**src/rtl/resource_string_unescaper_macros.svh**
```systemverilog
// Assertion macros shared by the resource string unescaper RTL.
// Depends on nothing; included by files that carry concurrent checks.
`ifndef RESOURCE_STRING_UNESCAPER_MACROS_SVH
`define RESOURCE_STRING_UNESCAPER_MACROS_SVH

// Same-cycle implication, checked while out of reset.
`define RSU_ASSERT_NOW(lbl, clk, rstn, ante, cons, msg) \
    lbl: assert property (@(posedge clk) disable iff (!(rstn)) (ante) |-> (cons)) \
        else $error(msg);

// Next-cycle implication, checked while out of reset.
`define RSU_ASSERT_NEXT(lbl, clk, rstn, ante, cons, msg) \
    lbl: assert property (@(posedge clk) disable iff (!(rstn)) (ante) |=> (cons)) \
        else $error(msg);

`endif

```
**src/rtl/rsu_pkg.sv**
```systemverilog
// Shared types and constants of the resource string unescaper.
// No dependencies; imported by every module of the block.
`default_nettype none

package rsu_pkg;

    localparam int UNIT_W = 16;

    typedef enum logic [1:0] {
        STS_OK      = 2'd0,
        STS_BAD_HEX = 2'd1,
        STS_APOS    = 2'd2
    } status_t;

    localparam logic [UNIT_W-1:0] CH_TAB    = 16'h0009;
    localparam logic [UNIT_W-1:0] CH_LF     = 16'h000A;
    localparam logic [UNIT_W-1:0] CH_CR     = 16'h000D;
    localparam logic [UNIT_W-1:0] CH_SPACE  = 16'h0020;
    localparam logic [UNIT_W-1:0] CH_DQUOTE = 16'h0022;
    localparam logic [UNIT_W-1:0] CH_HASH   = 16'h0023;
    localparam logic [UNIT_W-1:0] CH_APOS   = 16'h0027;
    localparam logic [UNIT_W-1:0] CH_QMARK  = 16'h003F;
    localparam logic [UNIT_W-1:0] CH_AT     = 16'h0040;
    localparam logic [UNIT_W-1:0] CH_BSLASH = 16'h005C;
    localparam logic [UNIT_W-1:0] CH_LOW_N  = 16'h006E;
    localparam logic [UNIT_W-1:0] CH_LOW_T  = 16'h0074;
    localparam logic [UNIT_W-1:0] CH_LOW_U  = 16'h0075;

    // Work for the back end: an optional collapsed space, then an optional unit.
    typedef struct packed {
        logic              space;
        logic              unit_vld;
        logic [UNIT_W-1:0] unit;
        status_t           status;
    } cmd_t;

endpackage

`default_nettype wire

```
**src/rtl/resource_string_unescaper.sv**
```systemverilog
// Resource string unescaper, top level: front end, command queue, back end.
// Depends on rsu_pkg, rsu_front, rsu_queue, rsu_back and the macros header.
// An accepted unit is first written into the command queue, then loaded from the queue
// head into the output register, which drives the result.
// Throughput: one unit per cycle while the command queue is not full; a unit giving a space
// plus a unit makes the back end emit two results, absorbed by the QUEUE_DEPTH-entry command queue.
// Reset: synchronous, active low, clears all control state at once; no clearing pass.
`default_nettype none
`include "resource_string_unescaper_macros.svh"

module resource_string_unescaper #(
    parameter int QUEUE_DEPTH = 4
) (
    input  wire logic        aclk,
    input  wire logic        aresetn,
    input  wire logic        s_axis_tvalid,
    output logic             s_axis_tready,
    input  wire logic [15:0] s_axis_tdata,   // [15:0] code_unit
    input  wire logic        s_axis_tlast,   // end_of_piece
    output logic             m_axis_tvalid,
    input  wire logic        m_axis_tready,
    output logic [23:0]      m_axis_tdata,   // [15:0] out_unit, [17:16] status, zero pad
    output logic             m_axis_tlast    // last result of the input transaction
);
    import rsu_pkg::*;

    logic    q_push, q_pop, q_full, q_empty;
    cmd_t    push_cmd, head_cmd;
    logic [15:0] res_unit;
    status_t res_status;

    // Classify each input transaction and queue the work it causes.
    rsu_front u_front (
        .aclk     (aclk),
        .aresetn  (aresetn),
        .in_valid (s_axis_tvalid),
        .in_ready (s_axis_tready),
        .in_unit  (s_axis_tdata),
        .in_eop   (s_axis_tlast),
        .q_full   (q_full),
        .q_push   (q_push),
        .q_cmd    (push_cmd)
    );

    // Decouple the two sides so a stalled output does not hold the input.
    rsu_queue #(
        .DEPTH (QUEUE_DEPTH)
    ) u_queue (
        .aclk    (aclk),
        .aresetn (aresetn),
        .push    (q_push),
        .wdata   (push_cmd),
        .full    (q_full),
        .pop     (q_pop),
        .rdata   (head_cmd),
        .empty   (q_empty)
    );

    // Expand each command into one or two output transactions.
    rsu_back u_back (
        .aclk       (aclk),
        .aresetn    (aresetn),
        .q_empty    (q_empty),
        .q_cmd      (head_cmd),
        .q_pop      (q_pop),
        .out_valid  (m_axis_tvalid),
        .out_ready  (m_axis_tready),
        .out_unit   (res_unit),
        .out_status (res_status),
        .out_last   (m_axis_tlast)
    );

    assign m_axis_tdata = {6'b0, res_status, res_unit};

    // An error result stands alone and carries a zero unit.
    `RSU_ASSERT_NOW(a_err_is_last, aclk, aresetn,
        m_axis_tvalid && (res_status != STS_OK), m_axis_tlast,
        "error result not marked last")
    `RSU_ASSERT_NOW(a_err_zero_unit, aclk, aresetn,
        m_axis_tvalid && (res_status != STS_OK), res_unit == 16'h0000,
        "error result carries a nonzero unit")
    // Work enters the queue only for an accepted input and never past full.
    `RSU_ASSERT_NOW(a_push_on_accept, aclk, aresetn,
        q_push, s_axis_tvalid && s_axis_tready && !q_full,
        "command pushed without an accepted input")
    // Once an error is reported nothing else may follow it.
    `RSU_ASSERT_NEXT(a_no_result_after_err, aclk, aresetn,
        m_axis_tvalid && m_axis_tready && (res_status != STS_OK), !q_push && q_empty,
        "work queued after an error result")

endmodule

`default_nettype wire

```
**src/rtl/rsu_front.sv**
```systemverilog
// Front end: accepts code units, tracks escape/quote/space state, emits commands.
// Depends on rsu_pkg.
`default_nettype none

module rsu_front (
    input  wire logic         aclk,
    input  wire logic         aresetn,
    input  wire logic         in_valid,
    output logic              in_ready,
    input  wire logic [15:0]  in_unit,
    input  wire logic         in_eop,
    input  wire logic         q_full,
    output logic              q_push,
    output rsu_pkg::cmd_t     q_cmd
);
    import rsu_pkg::*;

    logic              esc_reg, esc_next;
    logic              inq_reg, inq_next;
    logic              sp_reg, sp_next;
    logic              nonempty_reg, nonempty_next;
    logic [2:0]        hex_cnt_reg, hex_cnt_next;
    logic [UNIT_W-1:0] hex_val_reg, hex_val_next;
    logic              err_reg, err_next;

    logic              accept;
    logic              is_hex;
    logic [3:0]        hex_digit;
    logic [UNIT_W-1:0] hex_shift;
    logic              is_ws;
    cmd_t              cmd;

    assign in_ready = !q_full;
    assign accept   = in_valid && in_ready;

    always_comb begin
        is_hex    = 1'b1;
        hex_digit = 4'd0;
        if (in_unit >= 16'h0030 && in_unit <= 16'h0039) begin
            hex_digit = in_unit[3:0];
        end else if ((in_unit >= 16'h0061 && in_unit <= 16'h0066) ||
                     (in_unit >= 16'h0041 && in_unit <= 16'h0046)) begin
            hex_digit = in_unit[3:0] + 4'd9;
        end else begin
            is_hex = 1'b0;
        end
    end

    assign hex_shift = {hex_val_reg[UNIT_W-5:0], hex_digit};
    assign is_ws     = (in_unit == CH_SPACE) || (in_unit >= CH_TAB && in_unit <= CH_CR);

    always_comb begin
        esc_next     = esc_reg;
        inq_next     = inq_reg;
        sp_next      = sp_reg;
        hex_cnt_next = hex_cnt_reg;
        hex_val_next = hex_val_reg;
        err_next     = err_reg;
        cmd          = '{space: 1'b0, unit_vld: 1'b0, unit: '0, status: STS_OK};

        if (!err_reg) begin
            if (hex_cnt_reg != 3'd0) begin
                if (!is_hex) begin
                    cmd.unit_vld = 1'b1;
                    cmd.status   = STS_BAD_HEX;
                    err_next     = 1'b1;
                end else if (hex_cnt_reg >= 3'd4) begin
                    cmd.unit_vld = 1'b1;
                    cmd.unit     = hex_shift;
                    hex_cnt_next = 3'd0;
                    hex_val_next = '0;
                end else if (in_eop) begin
                    hex_val_next = hex_shift;
                    cmd.unit_vld = 1'b1;
                    cmd.status   = STS_BAD_HEX;
                    err_next     = 1'b1;
                end else begin
                    hex_val_next = hex_shift;
                    hex_cnt_next = hex_cnt_reg + 3'd1;
                end
            end else if (esc_reg) begin
                esc_next = 1'b0;
                case (in_unit)
                    CH_LOW_T: begin
                        cmd.unit_vld = 1'b1;
                        cmd.unit     = CH_TAB;
                    end
                    CH_LOW_N: begin
                        cmd.unit_vld = 1'b1;
                        cmd.unit     = CH_LF;
                    end
                    CH_HASH, CH_AT, CH_QMARK, CH_DQUOTE, CH_APOS, CH_BSLASH: begin
                        cmd.unit_vld = 1'b1;
                        cmd.unit     = in_unit;
                    end
                    CH_LOW_U: begin
                        if (in_eop) begin
                            cmd.unit_vld = 1'b1;
                            cmd.status   = STS_BAD_HEX;
                            err_next     = 1'b1;
                        end else begin
                            hex_cnt_next = 3'd1;
                            hex_val_next = '0;
                        end
                    end
                    default: begin
                        // drop unknown escape
                    end
                endcase
            end else if (in_unit == CH_DQUOTE) begin
                if (!inq_reg && sp_reg) begin
                    cmd.space = nonempty_reg;
                    sp_next   = 1'b0;
                end
                inq_next = !inq_reg;
            end else if (in_unit == CH_APOS && !inq_reg) begin
                cmd.unit_vld = 1'b1;
                cmd.status   = STS_APOS;
                err_next     = 1'b1;
            end else if (in_unit == CH_BSLASH) begin
                if (!inq_reg && sp_reg) begin
                    cmd.space = nonempty_reg;
                    sp_next   = 1'b0;
                end
                esc_next = 1'b1;
            end else if (inq_reg) begin
                cmd.unit_vld = 1'b1;
                cmd.unit     = in_unit;
            end else if (is_ws) begin
                sp_next = 1'b1;
            end else begin
                if (sp_reg) begin
                    cmd.space = nonempty_reg;
                    sp_next   = 1'b0;
                end
                cmd.unit_vld = 1'b1;
                cmd.unit     = in_unit;
            end
        end

        nonempty_next = nonempty_reg || cmd.space ||
                        (cmd.unit_vld && cmd.status == STS_OK);
    end

    assign q_push = accept && (cmd.space || cmd.unit_vld);
    assign q_cmd  = cmd;

    always_ff @(posedge aclk) begin
        if (!aresetn) begin
            esc_reg      <= 1'b0;
            inq_reg      <= 1'b0;
            sp_reg       <= 1'b0;
            nonempty_reg <= 1'b0;
            hex_cnt_reg  <= 3'd0;
            hex_val_reg  <= '0;
            err_reg      <= 1'b0;
        end else if (accept) begin
            esc_reg      <= esc_next;
            inq_reg      <= inq_next;
            sp_reg       <= sp_next;
            nonempty_reg <= nonempty_next;
            hex_cnt_reg  <= hex_cnt_next;
            hex_val_reg  <= hex_val_next;
            err_reg      <= err_next;
        end
    end

endmodule

`default_nettype wire

```
**src/rtl/rsu_queue.sv**
```systemverilog
// Small command queue between front and back end, built from flip-flops.
// Depends on rsu_pkg.
`default_nettype none

module rsu_queue #(
    parameter int DEPTH = 4
) (
    input  wire logic          aclk,
    input  wire logic          aresetn,
    input  wire logic          push,
    input  wire rsu_pkg::cmd_t wdata,
    output logic               full,
    input  wire logic          pop,
    output rsu_pkg::cmd_t      rdata,
    output logic               empty
);
    import rsu_pkg::*;

    localparam int AW = (DEPTH > 1) ? $clog2(DEPTH) : 1;
    localparam int CW = $clog2(DEPTH + 1);
    localparam logic [AW-1:0] LAST_IDX = AW'(DEPTH - 1);
    localparam logic [CW-1:0] FULL_CNT = CW'(DEPTH);

    cmd_t          mem_reg [DEPTH];
    logic [AW-1:0] wr_ptr_reg, rd_ptr_reg;
    logic [CW-1:0] cnt_reg;
    logic          do_push, do_pop;

    assign full    = (cnt_reg == FULL_CNT);
    assign empty   = (cnt_reg == '0);
    assign do_push = push && !full;
    assign do_pop  = pop && !empty;
    assign rdata   = mem_reg[rd_ptr_reg];

    always_ff @(posedge aclk) begin
        if (do_push) begin
            mem_reg[wr_ptr_reg] <= wdata;
        end
    end

    always_ff @(posedge aclk) begin
        if (!aresetn) begin
            wr_ptr_reg <= '0;
            rd_ptr_reg <= '0;
            cnt_reg    <= '0;
        end else begin
            if (do_push) begin
                wr_ptr_reg <= (wr_ptr_reg == LAST_IDX) ? '0 : wr_ptr_reg + 1'b1;
            end
            if (do_pop) begin
                rd_ptr_reg <= (rd_ptr_reg == LAST_IDX) ? '0 : rd_ptr_reg + 1'b1;
            end
            cnt_reg <= cnt_reg + CW'(do_push) - CW'(do_pop);
        end
    end

endmodule

`default_nettype wire

```
**src/rtl/rsu_back.sv**
```systemverilog
// Back end: expands queued commands into results and drives the output register.
// Depends on rsu_pkg.
`default_nettype none

module rsu_back (
    input  wire logic          aclk,
    input  wire logic          aresetn,
    input  wire logic          q_empty,
    input  wire rsu_pkg::cmd_t q_cmd,
    output logic               q_pop,
    output logic               out_valid,
    input  wire logic          out_ready,
    output logic [15:0]        out_unit,
    output rsu_pkg::status_t   out_status,
    output logic               out_last
);
    import rsu_pkg::*;

    logic              vld_reg, vld_next;
    logic              phase_reg, phase_next;
    logic [UNIT_W-1:0] unit_reg, unit_next;
    status_t           sts_reg, sts_next;
    logic              last_reg, last_next;
    logic              load;

    assign load = !vld_reg || out_ready;

    always_comb begin
        vld_next   = vld_reg && !out_ready;
        phase_next = phase_reg;
        unit_next  = unit_reg;
        sts_next   = sts_reg;
        last_next  = last_reg;
        q_pop      = 1'b0;
        if (load && !q_empty) begin
            vld_next = 1'b1;
            if (q_cmd.space && !phase_reg) begin
                unit_next = CH_SPACE;
                sts_next  = STS_OK;
                last_next = !q_cmd.unit_vld;
                if (q_cmd.unit_vld) begin
                    phase_next = 1'b1;
                end else begin
                    q_pop = 1'b1;
                end
            end else begin
                unit_next  = q_cmd.unit;
                sts_next   = q_cmd.status;
                last_next  = 1'b1;
                phase_next = 1'b0;
                q_pop      = 1'b1;
            end
        end
    end

    always_ff @(posedge aclk) begin
        if (!aresetn) begin
            vld_reg   <= 1'b0;
            phase_reg <= 1'b0;
        end else begin
            vld_reg   <= vld_next;
            phase_reg <= phase_next;
        end
    end

    always_ff @(posedge aclk) begin
        unit_reg <= unit_next;
        sts_reg  <= sts_next;
        last_reg <= last_next;
    end

    assign out_valid  = vld_reg;
    assign out_unit   = unit_reg;
    assign out_status = sts_reg;
    assign out_last   = last_reg;

endmodule

`default_nettype wire
```
**config.mk**
```make
export PLATFORM = sky130hd
export DESIGN_NAME = resource_string_unescaper
export DESIGN_NICKNAME = d
export VERILOG_FILES = /design/src/rtl/rsu_pkg.sv /design/src/rtl/resource_string_unescaper.sv /design/src/rtl/rsu_front.sv /design/src/rtl/rsu_queue.sv /design/src/rtl/rsu_back.sv
export VERILOG_INCLUDE_DIRS = /design/src /design/src/rtl
export SDC_FILE = /design/constraint.sdc
export NUM_CORES = 1
export LEC_CHECK = 0
export ABC_AREA = 1
export BUFFER_PORTS_ARGS = -buffer_cell sky130_fd_sc_hd__buf_2
export CAP_MARGIN = 20
export CORE_UTILIZATION = 25
export DETAILED_ROUTE_END_ITERATION = 10
export PLACE_DENSITY = 0.5
export SLEW_MARGIN = 20
export SYNTH_ARGS = -nofsm -noshare
export SYNTH_HDL_FRONTEND = slang
export SYNTH_SLANG_ARGS = --single-unit
```
**constraint.sdc**
```tcl
create_clock -name aclk -period 4.1 [get_ports aclk]
set_input_delay 0.615 -clock aclk [delete_from_list [all_inputs] [get_ports aclk]]
set_output_delay 0.615 -clock aclk [all_outputs]
set_load 0.02 [all_outputs]
```
==> reports/metrics.csv <==
metric,value,unit
status,completed,
cts.repair.resized,0,
final_nets,750,
hold_class,reg2reg,
initial_utilization,25.6,%
async_reset_ff_share,0,%
cts_num_sinks,130,
ys_seq_area_share,57.5,%
crit_buf_inv,6,
pin_count,48,
io_buffers,41,
cts_inserted_buffers,17,
cts.clk_slew.worst_paths,60,ps
final_cell_mix,"99 x edfxtp_1, 98 x nor2_1, 89 x nand2_1",
place_inst,1019,
area_growth_syn_to_layout,17.2,%
clockBufferDepth,2,
syn-cell-area,0.00625,mm^2
ys_ff_latch,130,
root_buffer,clkbuf_16,
insertion_delay,420,ps
finalCritPeriodShare,72.8,%
final_util,30.0,%
arrival,3320,ps
cpMostUsedCell,inv_1,
detail-route-antenna-nets,0,
path_max_fanout,14,
synthFlopType,edfxtp_1,
max_freq,0.335,GHz
ys_types,40,
maxCapViolations,0,
worstMarginPinSlew,706,ps
syn_inst,673,
cts_tree,built,
rows,57,
num_vias,4697,
largest_reg_flops,80,
grt_pass1_wl,24500,um
cp.required,4430,ps
cp_cell_sequence,inv_1 > o21ai_0 > o22ai_1 > inv_1 > nor2_1 > nand2_1 > nand2_1 > inv_1 > ha_1 > inv_1 > ha_1 > inv_1 > fa_1 > inv_1 > o21ai_0 > a21oi_1,
drt_first_pass_iters,4,
endpoint_kind,flop,
overflow,0,
synth_edf_count,99,
vdd_drop_max,0.000277,V
antenna_cells,0,
skew,13.8,ps
die_y,160,um
maxSlewViolCount,0,
syn_area_per_cell,9.29,um^2
setup-violations-final,0,
antenna_found_initial,0,
wl,15500,um
hold_viol,0,
drive_gt1_share,15.0,%
p_per_area,581,mW/mm^2
grt_use_total,12.5,%
dp_hpwl,10500,um
wl_per_cell,14.7,um
crit_type,reg2reg,
die_x,160,um
core_area,0.0245,mm^2
vias_per_cell,4.47,
start_kind,flop,
die_area,0.0257,mm^2
min_period,2990,ps
ctsHtreeMaxLevel,4,
p_leak,2.94,nW
grt_max_degree,29,
drt_first_iter_violations,384,
fin_tns_setup,0,ps
slew-limit-headroom,52.6,%
postCtsSetupBuffers,0,
synth_warnings,0,
rsz0062_at_grt,no,
drc_errors,0,
slowest_delay,610,ps
cts_hold_buf,0,
crit_family,adder cells,
mostFrequentLayoutCell,edfxtp_1,
stdcell_count,1050,
slowest_stage,dfxtp_1,
place_congestion,0.834,
grt_pass1_vias,4512,
==> per-stage QoR <==
stage	setup WS [ps]	total power [mW]	instance area, um^2	hold WS (ps)
2_1_floorplan	1010	2.54	6270	437
3_3_place_gp	982	2.91	6790	461
3_5_place_dp	911	2.91	6790	464
4_1_cts	1050	4.32	7330	466
5_1_grt	757	4.51	7330	494
6_report	1110	4.26	7330	478
==> worst register-to-register path, cell delays in order (launching register included) <==
cell	delay, ps
dfxtp_1	610
inv_1	330
o21ai_0	240
o22ai_1	90
inv_1	60
nor2_1	40
nand2_1	130
nand2_1	90
inv_1	170
ha_1	260
inv_1	70
ha_1	150
inv_1	50
fa_1	350
inv_1	70
o21ai_0	80
a21oi_1	130
==> cell usage after synthesis, types with 3 or more instances <==
master | count | area (um^2)
nor2_1 | 103 | 387
edfxtp_1 | 99 | 2970
nand2_1 | 89 | 334
inv_1 | 80 | 300
o21ai_0 | 55 | 275
a21oi_1 | 49 | 245
nand3_1 | 33 | 165
dfxtp_1 | 31 | 621
o22ai_1 | 22 | 138
clkbuf_1 | 19 | 71.3
ha_1 | 14 | 175
nor3_1 | 10 | 50.1
buf_4 | 9 | 67.6
nand4_1 | 8 | 50.1
inv_2 | 6 | 22.5
nor3_2 | 6 | 60.1
a211oi_1 | 3 | 22.5
nand2_2 | 3 | 18.8
nor2_2 | 3 | 18.8
xor2_1 | 3 | 26.3
==> final timing paths <==
| check | slack [ps] | startpoint | cells past startpoint | endpoint |
|---|---|---|---|---|
| hold reg to reg | 480 | u_front.nonempty_reg | 2 | u_front.nonempty_reg |
| hold / removal | 480 | u_front.nonempty_reg | 2 | u_front.nonempty_reg |
| setup / recovery | 1110 | flop | 16 | u_queue.cnt_reg[2] |
| setup reg to reg | 1110 | flop | 16 | u_queue.cnt_reg[2] |
==> area by class of cell <==
class	instances	area, um^2
Fill cell	2554	17100
Multi-Input combinational cell	426	2180
Tap cell	324	405
Timing Repair Buffer	51	280
Sequential cell	130	3590
Inverter	88	330
Clock inverter	14	115
Clock buffer	17	425
==> where the power goes <==
part | leakage [nW] | switching [mW] | internal (mW)
Combinational | 1.53 | 0.752 | 0.318
Sequential | 1.16 | 0.0797 | 1.71
Clock | 0.250 | 0.573 | 0.824
Total | 2.94 | 1.40 | 2.85
==> cell families (layout without fill, tap and decap cells) <==
logic type                 after synthesis  after routing  share of synthesized area (%)
AOI/OAI and AO/OA                      137            137                           11.9
xor gates and xnor gates                 4              4                          0.560
adders and majority gates               15             15                           3.12
buffers and inverters                  122            170                           8.14
DFF                                    130            130                           57.5
other                                    1              6                         0.0600
and+or+nand+nor                        264            264                           18.7
==> per-layer routing <==
| metal | global-route usage (%) | routed length (um) | vias up |
|---|---|---|---|
| met5 | 0 | 0 | - |
| met1 | 15.9 | 7270 | 2239 |
| li1 | - | - | 2339 |
| met2 | 20.6 | 7350 | 101 |
| met4 | 4.81 | 314 | 0 |
| met3 | 2.96 | 545 | 18 |
No activity file was read; power rests on OpenSTA's default activity.
